**src/mlbs_pkg.sv**
```systemverilog
// mlbs_pkg: shared types and constants of the multi-LED blink scheduler
// item structs, opcode and register index codes, status between the update logic and the top
// no dependencies
package mlbs_pkg;

  localparam int NUM_LEDS_DEFAULT  = 8;
  localparam int TIME_BITS_DEFAULT = 16;

  localparam logic [15:0] COUNT_FOREVER = 16'hFFFF;

  typedef enum logic [1:0] {
    OP_TICK  = 2'd0,
    OP_BLINK = 2'd1,
    OP_STOP  = 2'd2,
    OP_NONE  = 2'd3
  } opcode_t;

  typedef enum logic [1:0] {
    CFG_ENABLED_MASK     = 2'd0,
    CFG_ACTIVE_HIGH_MASK = 2'd1,
    CFG_START_DELAY      = 2'd2,
    CFG_END_DELAY        = 2'd3
  } cfg_index_t;

  typedef struct packed {
    logic [1:0]         opcode;
    logic [2:0]         led_index;
    logic signed [15:0] blink_count;
    logic [15:0]        on_ticks;
    logic [15:0]        period_ticks;
  } in_item_t;

  typedef struct packed {
    logic [7:0] pin_levels;
    logic [7:0] busy_mask;
    logic       command_error;
  } out_item_t;

  typedef struct packed {
    logic wr_en;
    logic active;
    logic lit_wr;
    logic lit;
    logic err;
  } upd_status_t;

  // count, on, off, backup count, backup on, backup off, backup valid, remaining, should_on
  function automatic int entry_w(int time_bits);
    return 5 * time_bits + 34;
  endfunction

endpackage

```
**src/mlbs_ram.sv**
```systemverilog
// mlbs_ram: per-LED state memory, one write port and one registered read port
// no dependencies
module mlbs_ram #(
  parameter int WIDTH  = 114,
  parameter int DEPTH  = 8,
  parameter int ADDR_W = 3
) (
  input  logic              clk,
  input  logic              we,
  input  logic [ADDR_W-1:0] waddr,
  input  logic [WIDTH-1:0]  wdata,
  input  logic [ADDR_W-1:0] raddr,
  output logic [WIDTH-1:0]  rdata
);

  logic [WIDTH-1:0] mem [DEPTH];

  always_ff @(posedge clk) begin
    if (we) begin
      mem[waddr] <= wdata;
    end
    rdata <= mem[raddr];
  end

endmodule

```
**src/mlbs_update.sv**
```systemverilog
// mlbs_update: read-modify-write logic for one LED state entry (tick, blink, stop)
// depends on mlbs_pkg
module mlbs_update #(
  parameter int TIME_BITS = mlbs_pkg::TIME_BITS_DEFAULT
) (
  input  logic [mlbs_pkg::entry_w(TIME_BITS)-1:0] q,
  output logic [mlbs_pkg::entry_w(TIME_BITS)-1:0] d,
  input  logic [1:0]                              opcode,
  input  logic                                    led_ok,
  input  logic                                    active,
  input  logic [15:0]                             blink_count,
  input  logic [15:0]                             on_ticks,
  input  logic [15:0]                             period_ticks,
  input  logic [TIME_BITS-1:0]                    start_delay,
  input  logic [TIME_BITS-1:0]                    end_delay,
  output mlbs_pkg::upd_status_t                   st
);

  localparam int TB     = TIME_BITS;
  localparam int O_SON  = 0;
  localparam int O_REM  = O_SON + 1;
  localparam int O_BV   = O_REM + TB;
  localparam int O_BOFF = O_BV + 1;
  localparam int O_BON  = O_BOFF + TB;
  localparam int O_BCNT = O_BON + TB;
  localparam int O_OFF  = O_BCNT + 16;
  localparam int O_ON   = O_OFF + TB;
  localparam int O_CNT  = O_ON + TB;

  logic [15:0]    c_cnt, c_bcnt, n_cnt, n_bcnt;
  logic [TB-1:0]  c_on, c_off, c_bon, c_boff, c_rem;
  logic [TB-1:0]  n_on, n_off, n_bon, n_boff, n_rem;
  logic           c_bv, c_son, n_bv, n_son;
  logic [TB-1:0]  rem_dec, on_t, off_t;
  logic [15:0]    off_raw;
  logic [31:0]    on_ext, off_ext;
  logic           c_pos, c_forever;

  assign c_son  = q[O_SON];
  assign c_rem  = q[O_REM +: TB];
  assign c_bv   = q[O_BV];
  assign c_boff = q[O_BOFF +: TB];
  assign c_bon  = q[O_BON +: TB];
  assign c_bcnt = q[O_BCNT +: 16];
  assign c_off  = q[O_OFF +: TB];
  assign c_on   = q[O_ON +: TB];
  assign c_cnt  = q[O_CNT +: 16];

  assign d = {n_cnt, n_on, n_off, n_bcnt, n_bon, n_boff, n_bv, n_rem, n_son};

  assign c_pos     = !c_cnt[15] && (c_cnt != 16'd0);
  assign c_forever = (c_cnt == mlbs_pkg::COUNT_FOREVER);
  assign rem_dec   = (c_rem != '0) ? c_rem - TB'(1) : '0;

  assign off_raw = period_ticks - on_ticks;
  assign on_ext  = {16'd0, on_ticks};
  assign off_ext = {16'd0, off_raw};
  assign on_t    = on_ext[TB-1:0];
  assign off_t   = off_ext[TB-1:0];

  always_comb begin
    n_cnt     = c_cnt;
    n_on      = c_on;
    n_off     = c_off;
    n_bcnt    = c_bcnt;
    n_bon     = c_bon;
    n_boff    = c_boff;
    n_bv      = c_bv;
    n_rem     = c_rem;
    n_son     = c_son;
    st        = '0;
    st.active = active;
    case (opcode)
      mlbs_pkg::OP_TICK: begin
        if (active) begin
          st.wr_en = 1'b1;
          n_rem    = rem_dec;
          if (rem_dec == '0) begin
            if (c_son) begin
              if (c_pos || c_forever) begin
                st.lit_wr = 1'b1;
                st.lit    = 1'b1;
                n_son     = 1'b0;
                n_rem     = c_on;
              end else if (c_bv) begin
                n_cnt  = c_bcnt;
                n_on   = c_bon;
                n_off  = c_boff;
                n_bcnt = '0;
                n_bon  = '0;
                n_boff = '0;
                n_bv   = 1'b0;
                n_rem  = (c_bcnt == mlbs_pkg::COUNT_FOREVER) ? end_delay : '0;
              end else begin
                st.active = 1'b0;
              end
            end else begin
              st.lit_wr = 1'b1;
              st.lit    = 1'b0;
              n_son     = 1'b1;
              n_rem     = c_off;
              if (c_pos) begin
                n_cnt = c_cnt - 16'd1;
              end
            end
          end
        end
      end
      mlbs_pkg::OP_STOP: begin
        if (!led_ok) begin
          st.err = 1'b1;
        end else begin
          st.wr_en  = 1'b1;
          st.lit_wr = 1'b1;
          st.lit    = 1'b0;
          st.active = 1'b0;
          n_bcnt    = '0;
          n_bon     = '0;
          n_boff    = '0;
          n_bv      = 1'b0;
        end
      end
      mlbs_pkg::OP_BLINK: begin
        if (!led_ok || (on_ticks > period_ticks)) begin
          st.err = 1'b1;
        end else begin
          st.wr_en  = 1'b1;
          st.active = 1'b1;
          if (active && c_forever) begin
            n_bcnt    = c_cnt;
            n_bon     = c_on;
            n_boff    = c_off;
            n_bv      = 1'b1;
            st.lit_wr = 1'b1;
            st.lit    = 1'b0;
            n_cnt     = blink_count;
            n_on      = on_t;
            n_off     = off_t;
            n_rem     = start_delay;
            n_son     = 1'b1;
          end else if (active) begin
            n_bcnt = blink_count;
            n_bon  = on_t;
            n_boff = off_t;
            n_bv   = 1'b1;
          end else begin
            n_cnt  = blink_count;
            n_on   = on_t;
            n_off  = off_t;
            n_rem  = '0;
            n_son  = 1'b1;
            n_bcnt = '0;
            n_bon  = '0;
            n_boff = '0;
            n_bv   = 1'b0;
          end
        end
      end
      default: begin
      end
    endcase
  end

endmodule

```
**src/multi_led_blink_scheduler.sv**
```systemverilog
// multi_led_blink_scheduler: top level, sequencer over the per-LED state memory
// depends on mlbs_pkg, mlbs_ram, mlbs_update
//
// Usage: an item (tick, blink or stop command) is taken on start while busy is low.
// Each item gives one result on the result port, marked by a one-cycle done strobe;
// the receiver cannot stall, so the result must be taken in that cycle.
// Per-LED patterns live in a state memory with a registered read; the lit and active
// bits of each LED sit in flip-flops so the result shows all LEDs at once.
// A tick walks the memory one LED entry per cycle, reading the next entry while the
// previous one is written back; the strobe comes as the last entry is written back.
// A blink or stop reads and writes back one entry (S_CMD_RD, S_CMD_WR), then strobes.
// busy is high while a tick or a command is in progress, and is
// low again in the strobe cycle, where the next item can be taken.
// Registers are written through the write port whenever write_enable is high.
// Synchronous reset clears all LEDs to dark and idle and restores register defaults;
// the memory needs no clearing, an idle LED's entry is never used before it is written.
module multi_led_blink_scheduler #(
  parameter int NUM_LEDS  = mlbs_pkg::NUM_LEDS_DEFAULT,
  parameter int TIME_BITS = mlbs_pkg::TIME_BITS_DEFAULT
) (
  input  logic                clk,
  input  logic                rst,
  input  logic                start,
  output logic                busy,
  input  mlbs_pkg::in_item_t  item,
  output logic                done,
  output mlbs_pkg::out_item_t result,
  input  logic                write_enable,
  input  logic [1:0]          write_index,
  input  logic [15:0]         write_data
);

  localparam int ENT_W = mlbs_pkg::entry_w(TIME_BITS);
  localparam int IDX_W = (NUM_LEDS > 1) ? $clog2(NUM_LEDS) : 1;
  localparam int CW    = $clog2(NUM_LEDS + 1);

  typedef enum logic [1:0] {
    S_IDLE,
    S_TICK,
    S_CMD_RD,
    S_CMD_WR
  } state_t;

  state_t                state;
  mlbs_pkg::in_item_t    item_q;
  logic [CW-1:0]         k;
  logic [NUM_LEDS-1:0]   pin;
  logic [NUM_LEDS-1:0]   act;
  logic                  err;
  logic [7:0]            enabled_mask;
  logic [7:0]            active_high_mask;
  logic [15:0]           start_delay_ticks;
  logic [15:0]           end_delay_ticks;

  logic [4:0]            idx_ext;
  logic [IDX_W-1:0]      idx_sel, proc_idx, upd_idx, raddr;
  logic                  led_ok, upd_active, we;
  logic [ENT_W-1:0]      rdata, wdata;
  logic [31:0]           sd_ext, ed_ext;
  mlbs_pkg::upd_status_t st;

  assign idx_ext  = {2'b00, item_q.led_index};
  assign idx_sel  = idx_ext[IDX_W-1:0];
  assign proc_idx = IDX_W'(k - CW'(1));
  assign led_ok   = (32'(item_q.led_index) < NUM_LEDS) && enabled_mask[item_q.led_index];
  assign upd_idx  = (state == S_TICK) ? proc_idx : idx_sel;
  assign upd_active = act[upd_idx] & ((state == S_TICK) ? (k != '0) : led_ok);
  assign raddr    = (state == S_TICK) ? k[IDX_W-1:0] : idx_sel;
  assign we       = st.wr_en && (((state == S_TICK) && (k != '0)) || (state == S_CMD_WR));
  assign sd_ext   = {16'd0, start_delay_ticks};
  assign ed_ext   = {16'd0, end_delay_ticks};
  assign busy     = (state != S_IDLE);

  mlbs_ram #(
    .WIDTH  (ENT_W),
    .DEPTH  (NUM_LEDS),
    .ADDR_W (IDX_W)
  ) u_ram (
    .clk   (clk),
    .we    (we),
    .waddr (upd_idx),
    .wdata (wdata),
    .raddr (raddr),
    .rdata (rdata)
  );

  mlbs_update #(
    .TIME_BITS (TIME_BITS)
  ) u_update (
    .q            (rdata),
    .d            (wdata),
    .opcode       (item_q.opcode),
    .led_ok       (led_ok),
    .active       (upd_active),
    .blink_count  (item_q.blink_count),
    .on_ticks     (item_q.on_ticks),
    .period_ticks (item_q.period_ticks),
    .start_delay  (sd_ext[TIME_BITS-1:0]),
    .end_delay    (ed_ext[TIME_BITS-1:0]),
    .st           (st)
  );

  always_ff @(posedge clk) begin
    if (rst) begin
      state             <= S_IDLE;
      k                 <= '0;
      pin               <= '0;
      act               <= '0;
      done              <= 1'b0;
      err               <= 1'b0;
      enabled_mask      <= 8'h00;
      active_high_mask  <= 8'hFF;
      start_delay_ticks <= 16'd0;
      end_delay_ticks   <= 16'd0;
    end else begin
      if (write_enable) begin
        case (write_index)
          mlbs_pkg::CFG_ENABLED_MASK:     enabled_mask      <= write_data[7:0];
          mlbs_pkg::CFG_ACTIVE_HIGH_MASK: active_high_mask  <= write_data[7:0];
          mlbs_pkg::CFG_START_DELAY:      start_delay_ticks <= write_data;
          mlbs_pkg::CFG_END_DELAY:        end_delay_ticks   <= write_data;
          default: begin
          end
        endcase
      end
      case (state)
        S_IDLE: begin
          done <= 1'b0;
          if (start) begin
            item_q <= item;
            k      <= '0;
            state  <= (item.opcode == mlbs_pkg::OP_TICK) ? S_TICK : S_CMD_RD;
          end
        end
        S_TICK: begin
          if ((k != '0) && st.wr_en) begin
            act[upd_idx] <= st.active;
            if (st.lit_wr) begin
              pin[upd_idx] <= st.lit;
            end
          end
          k <= k + CW'(1);
          if (k == CW'(NUM_LEDS)) begin
            state <= S_IDLE;
            done  <= 1'b1;
            err   <= 1'b0;
          end else begin
            done  <= 1'b0;
          end
        end
        S_CMD_RD: begin
          done  <= 1'b0;
          state <= S_CMD_WR;
        end
        S_CMD_WR: begin
          if (st.wr_en) begin
            act[upd_idx] <= st.active;
            if (st.lit_wr) begin
              pin[upd_idx] <= st.lit;
            end
          end
          err   <= st.err;
          done  <= 1'b1;
          state <= S_IDLE;
        end
        default: begin
          done  <= 1'b0;
          state <= S_IDLE;
        end
      endcase
    end
  end

  for (genvar i = 0; i < 8; i++) begin : g_out
    if (i < NUM_LEDS) begin : g_led
      assign result.pin_levels[i] = (pin[i] == active_high_mask[i]);
      assign result.busy_mask[i]  = act[i];
    end else begin : g_none
      assign result.pin_levels[i] = 1'b0;
      assign result.busy_mask[i]  = 1'b0;
    end
  end

  assign result.command_error = err;

endmodule

```
**config.mk**
```make
export PLATFORM = sky130hd
export DESIGN_NAME = multi_led_blink_scheduler
export DESIGN_NICKNAME = d
export VERILOG_FILES = /design/src/mlbs_pkg.sv /design/src/mlbs_ram.sv /design/src/mlbs_update.sv /design/src/multi_led_blink_scheduler.sv
export SDC_FILE = /design/constraint.sdc
export NUM_CORES = 2
export LEC_CHECK = 0
export BUFFER_PORTS_ARGS = -buffer_cell sky130_fd_sc_hd__buf_2
export CAP_MARGIN = 10
export CORE_MARGIN = 2
export CORE_UTILIZATION = 35
export DETAILED_ROUTE_END_ITERATION = 12
export MAX_ROUTING_LAYER = met4
export PLACE_DENSITY = 0.6
export SYNTH_ARGS = -nofsm -noshare
export SYNTH_HDL_FRONTEND = slang
export SYNTH_SLANG_ARGS = --single-unit
```
**constraint.sdc**
```tcl
create_clock -name clk -period 38.9 [get_ports clk]
set_clock_uncertainty 0.2 [all_clocks]
set_input_delay 11.67 -clock clk [delete_from_list [all_inputs] [get_ports clk]]
set_output_delay 11.67 -clock clk [all_outputs]
set_load 0.02 [all_outputs]
```
==> flow_results.org <==
** Clock tree
- Number of buffers created by CTS :: 110
- TritonCTS built the clock tree.
- Root buffer cell :: clkbuf_16
- Number of buffers between clock root and the deepest sink :: 3
- Setup Fix Bufs, Post-CTS :: 0
- The clock reaches the later pin of the worst-skew pair after 0.69 ns.
- Number of hold-repair buffers added at the cts stage :: 0
- In this run, post-CTS repair resized a total of 0 instances.
- Counting every sink on the clock net gives 1,151.
- In this run the number of H-tree levels came out at 3.
- Post-CTS clock slew at the launch and capture registers of the worst setup and hold paths :: 0.06 ns

** Timing
- Final period util :: 0.345
- Worst hold slack across all endpoints :: 0.258 ns
- Worst slew slack as a fraction of its limit :: 0.215
- Max Clock Freq :: 74.6 MHz
- The hold violation count in the final report was 0.
- Setup repair after global routing left no endpoint under its margin.
- Worst-Margin Slew :: 1.17 ns
- Summed over all failing endpoints, the final setup total negative slack is 0 ns.
- For the finished layout, the period the worst path requires is 13.41 ns.
- Setup violations remaining at the end of the flow were counted as 0.
- Number of pins with negative max-slew slack in the final report :: 0

** Cells and area
- The number of antenna diodes in the final layout is 0.
- Measured on the finished design, the core utilization comes to 0.402.
- Number of fill cells :: 11,800
- Design area :: 52,900 um2
- NumNets Final :: 2,888
- Area Overhead vs Synth :: 13.8%
- Of the cells placed in the final design, the portion with a size suffix greater than 1 is 0.251.

** Yosys
- In this run the mean area of a mapped cell was 17.4 um2.
- After synthesis, the share of flip-flops with an asynchronous set or reset is 0.
- Post-synth top flop :: edfxtp_1
- Flip-flop and latch count after synthesis :: 1,151
- Synthesis Warnings :: 0
- When the netlist entered floorplanning its net count stood at 2,775.
- Distinct cell type count after synthesis :: 83
- Of the synthesized area, sequential elements account for 0.703.
- Number of enable flip-flop cells after synthesis :: 965
- Synthesis produced a netlist whose cell count is 2,674.
- The mapped netlist covers 46,500 um2.

** Worst setup path
- STA puts the critical path data arrival time at 1.54 ns.
- Crit end category :: output pin
- CP startpoint kind :: register
- The setup path with the least slack is of type reg2out.
- In this run the worst path has a maximum fanout of 10.
- Worst Reg-to-Reg Cells :: 11
- Data required time of the critical path :: 27.03 ns

** Floorplanning
- Initial Util :: 0.353
- In this run the count of I/O pins placed on the die edge is 94.
- CORE AREA :: 132,000 um2
- The die covers 136,000 um2.
- The floorplan has 133 rows.
- Die H :: 369 um
- The floorplan step set the die width to 369 um.

** Place
- Final weighted congestion in routability-driven placement :: 0.863
- DP HPWL :: 67,300 um
- Port buffer count :: 93
- In this run the cell area measured after placement is 49,200 um2.

** Global route
- Across every metal layer, demand over resource in global routing totals 0.178.
- Via count of the first global-routing pass :: 25,400
- Entering global routing, the biggest net connects 115 pins.
- Total gr overflow :: 0
- The first global-routing pass estimated 174,000 um of wire.
- Number of antenna violations at the first check in global routing :: 13

** Job
- # Max-Cap Violations :: 0

** Power
- In this run the power density over the cells is 52.0 nW/um2.
- For this design the static power due to leakage is 17.5 nW.
- IR analysis of the VDD net gives a maximum drop of 0.0354 mV.

** Worst hold path
- The worst hold path passes through 2 cells.
- HP Class :: reg2reg

** Route
- Wire length after detailed routing :: 119,000 um
- The detailed router placed 25,400 vias in this run.
- The count of nets left with antenna violations once routing finished came out at 0.
- After detailed routing, the number of remaining DRC violations is 0.
- The first routing iteration left 2,527 violations.
- After detailed routing, the number of vias per cell comes to 5.48.
- The first detailed-routing pass took 6 iterations.
- In the final routed layout, each cell accounts on average for 25.7 um.

** Run status
- Status :: complete, no violations
-- critical path, stage by stage (launching register included) --
cell and delay, ns:
dfxtp_1 0.48, inv_1 0.12, nand2_1 0.10, buf_2 0.17
-- area by class of cell --
type,count,area (um2),share of cell area
clock buffer,147,3070,0.0581
clock inverter,59,632,0.0119
inverter,42,158,0.00298
multi-input combinational,1326,13200,0.250
sequential,1151,32700,0.618
tap,1755,2200,0.0415
timing repair buffer,156,963,0.0182
-- layout by cell type, fill, tap and decap left out, types with 29 or more instances in the layout --
cell type and count:
clkbuf_16 112, o2bb2ai_1 45, edfxtp_1 965, o21ai_0 44, nor2_1 82, mux2_2 120
nor3_1 29, inv_1 40, mux4_2 230, nand2_1 194, a21oi_1 86, mux2i_1 113
dfxtp_1 186, buf_2 93, buf_4 61
-- power by group --
group	switching (mW)	total (mW)	leakage, nW	internal, mW
registers	0.0342	1.42	10.3	1.39
logic	0.140	0.237	5.40	0.0968
clock network	0.459	1.09	1.82	0.634
-- final timing paths --
kind,start,endpoint,slack [ns]
min reg2reg,start_delay_ticks[7],start_delay_ticks[7],0.26
max reg2reg,state[0],u_ram.mem[3][25],33.30
min,start_delay_ticks[7],start_delay_ticks[7],0.26
max,state[0],busy,25.49
-- cell usage after synthesis (all sizes together) (9+ instances only) --
library cell	number	area share
edfxtp	965	0.62
mux4	230	0.11
nand2	195	0.016
dfxtp	186	0.080
mux2	121	0.029
mux2i	116	0.025
clkbuf	106	0.0086
a21oi	89	0.0097
nor2	86	0.0069
buf	49	0.0052
o21ai	48	0.0052
o2bb2ai	45	0.0085
inv	42	0.0034
nor3	32	0.0038
nand2b	26	0.0035
ha	25	0.0067
o221ai	24	0.0045
o211ai	22	0.0036
xnor2	21	0.0040
a221o	20	0.0043
nand3	17	0.0018
a31oi	15	0.0020
a221oi	14	0.0026
a311oi	14	0.0026
o21a	12	0.0019
a22oi	11	0.0018
nor4	11	0.0017
nand4	10	0.0013
o31ai	9	0.0017
xor2	9	0.0017
-- metrics by stage --
stage	cells	total power, mW	setup slack, ns
2_1_floorplan	2674	1.60	23.78
3_3_place_gp	4430	1.68	25.21
3_5_place_dp	4430	1.68	25.19
4_1_cts	4636	2.77	25.46
5_1_grt	4636	2.84	25.40
6_report	4636	2.75	25.49
-- metal layers --
layer,track usage,share of wire,vias up
met5,-,0,-
met4,0.0442,0.026,0
met3,0.0213,0.054,225
met2,0.284,0.48,841
met1,0.244,0.44,13300
li1,-,-,11000
-- flip-flops by register name (all words and copies together) (netlist names) --
| name | count |
|---|---|
| done | 1 |
| k | 4 |
| active_high_mask | 8 |
| start_delay_ticks | 16 |
| u_ram.mem | 912 |
| act | 8 |
| pin | 8 |
| u_ram.rdata | 114 |
| idx_sel | 3 |
| item_q | 50 |
| enabled_mask | 8 |
| err | 1 |
| state | 2 |
| end_delay_ticks | 16 |
-- logic make-up (layout without fill, tap and decap cells) --
group	Yosys count	after routing	synth area share
AOI/OAI and AO/OA	372	372	0.0574
xor gates and xnor gates	30	30	0.00565
adders and majority gates	26	26	0.00716
buffers and inverters	197	404	0.0172
DFF	1151	1151	0.703
muxes	467	467	0.166
and+or+nand+nor	431	431	0.0436
(Power assumes the default switching activity.)
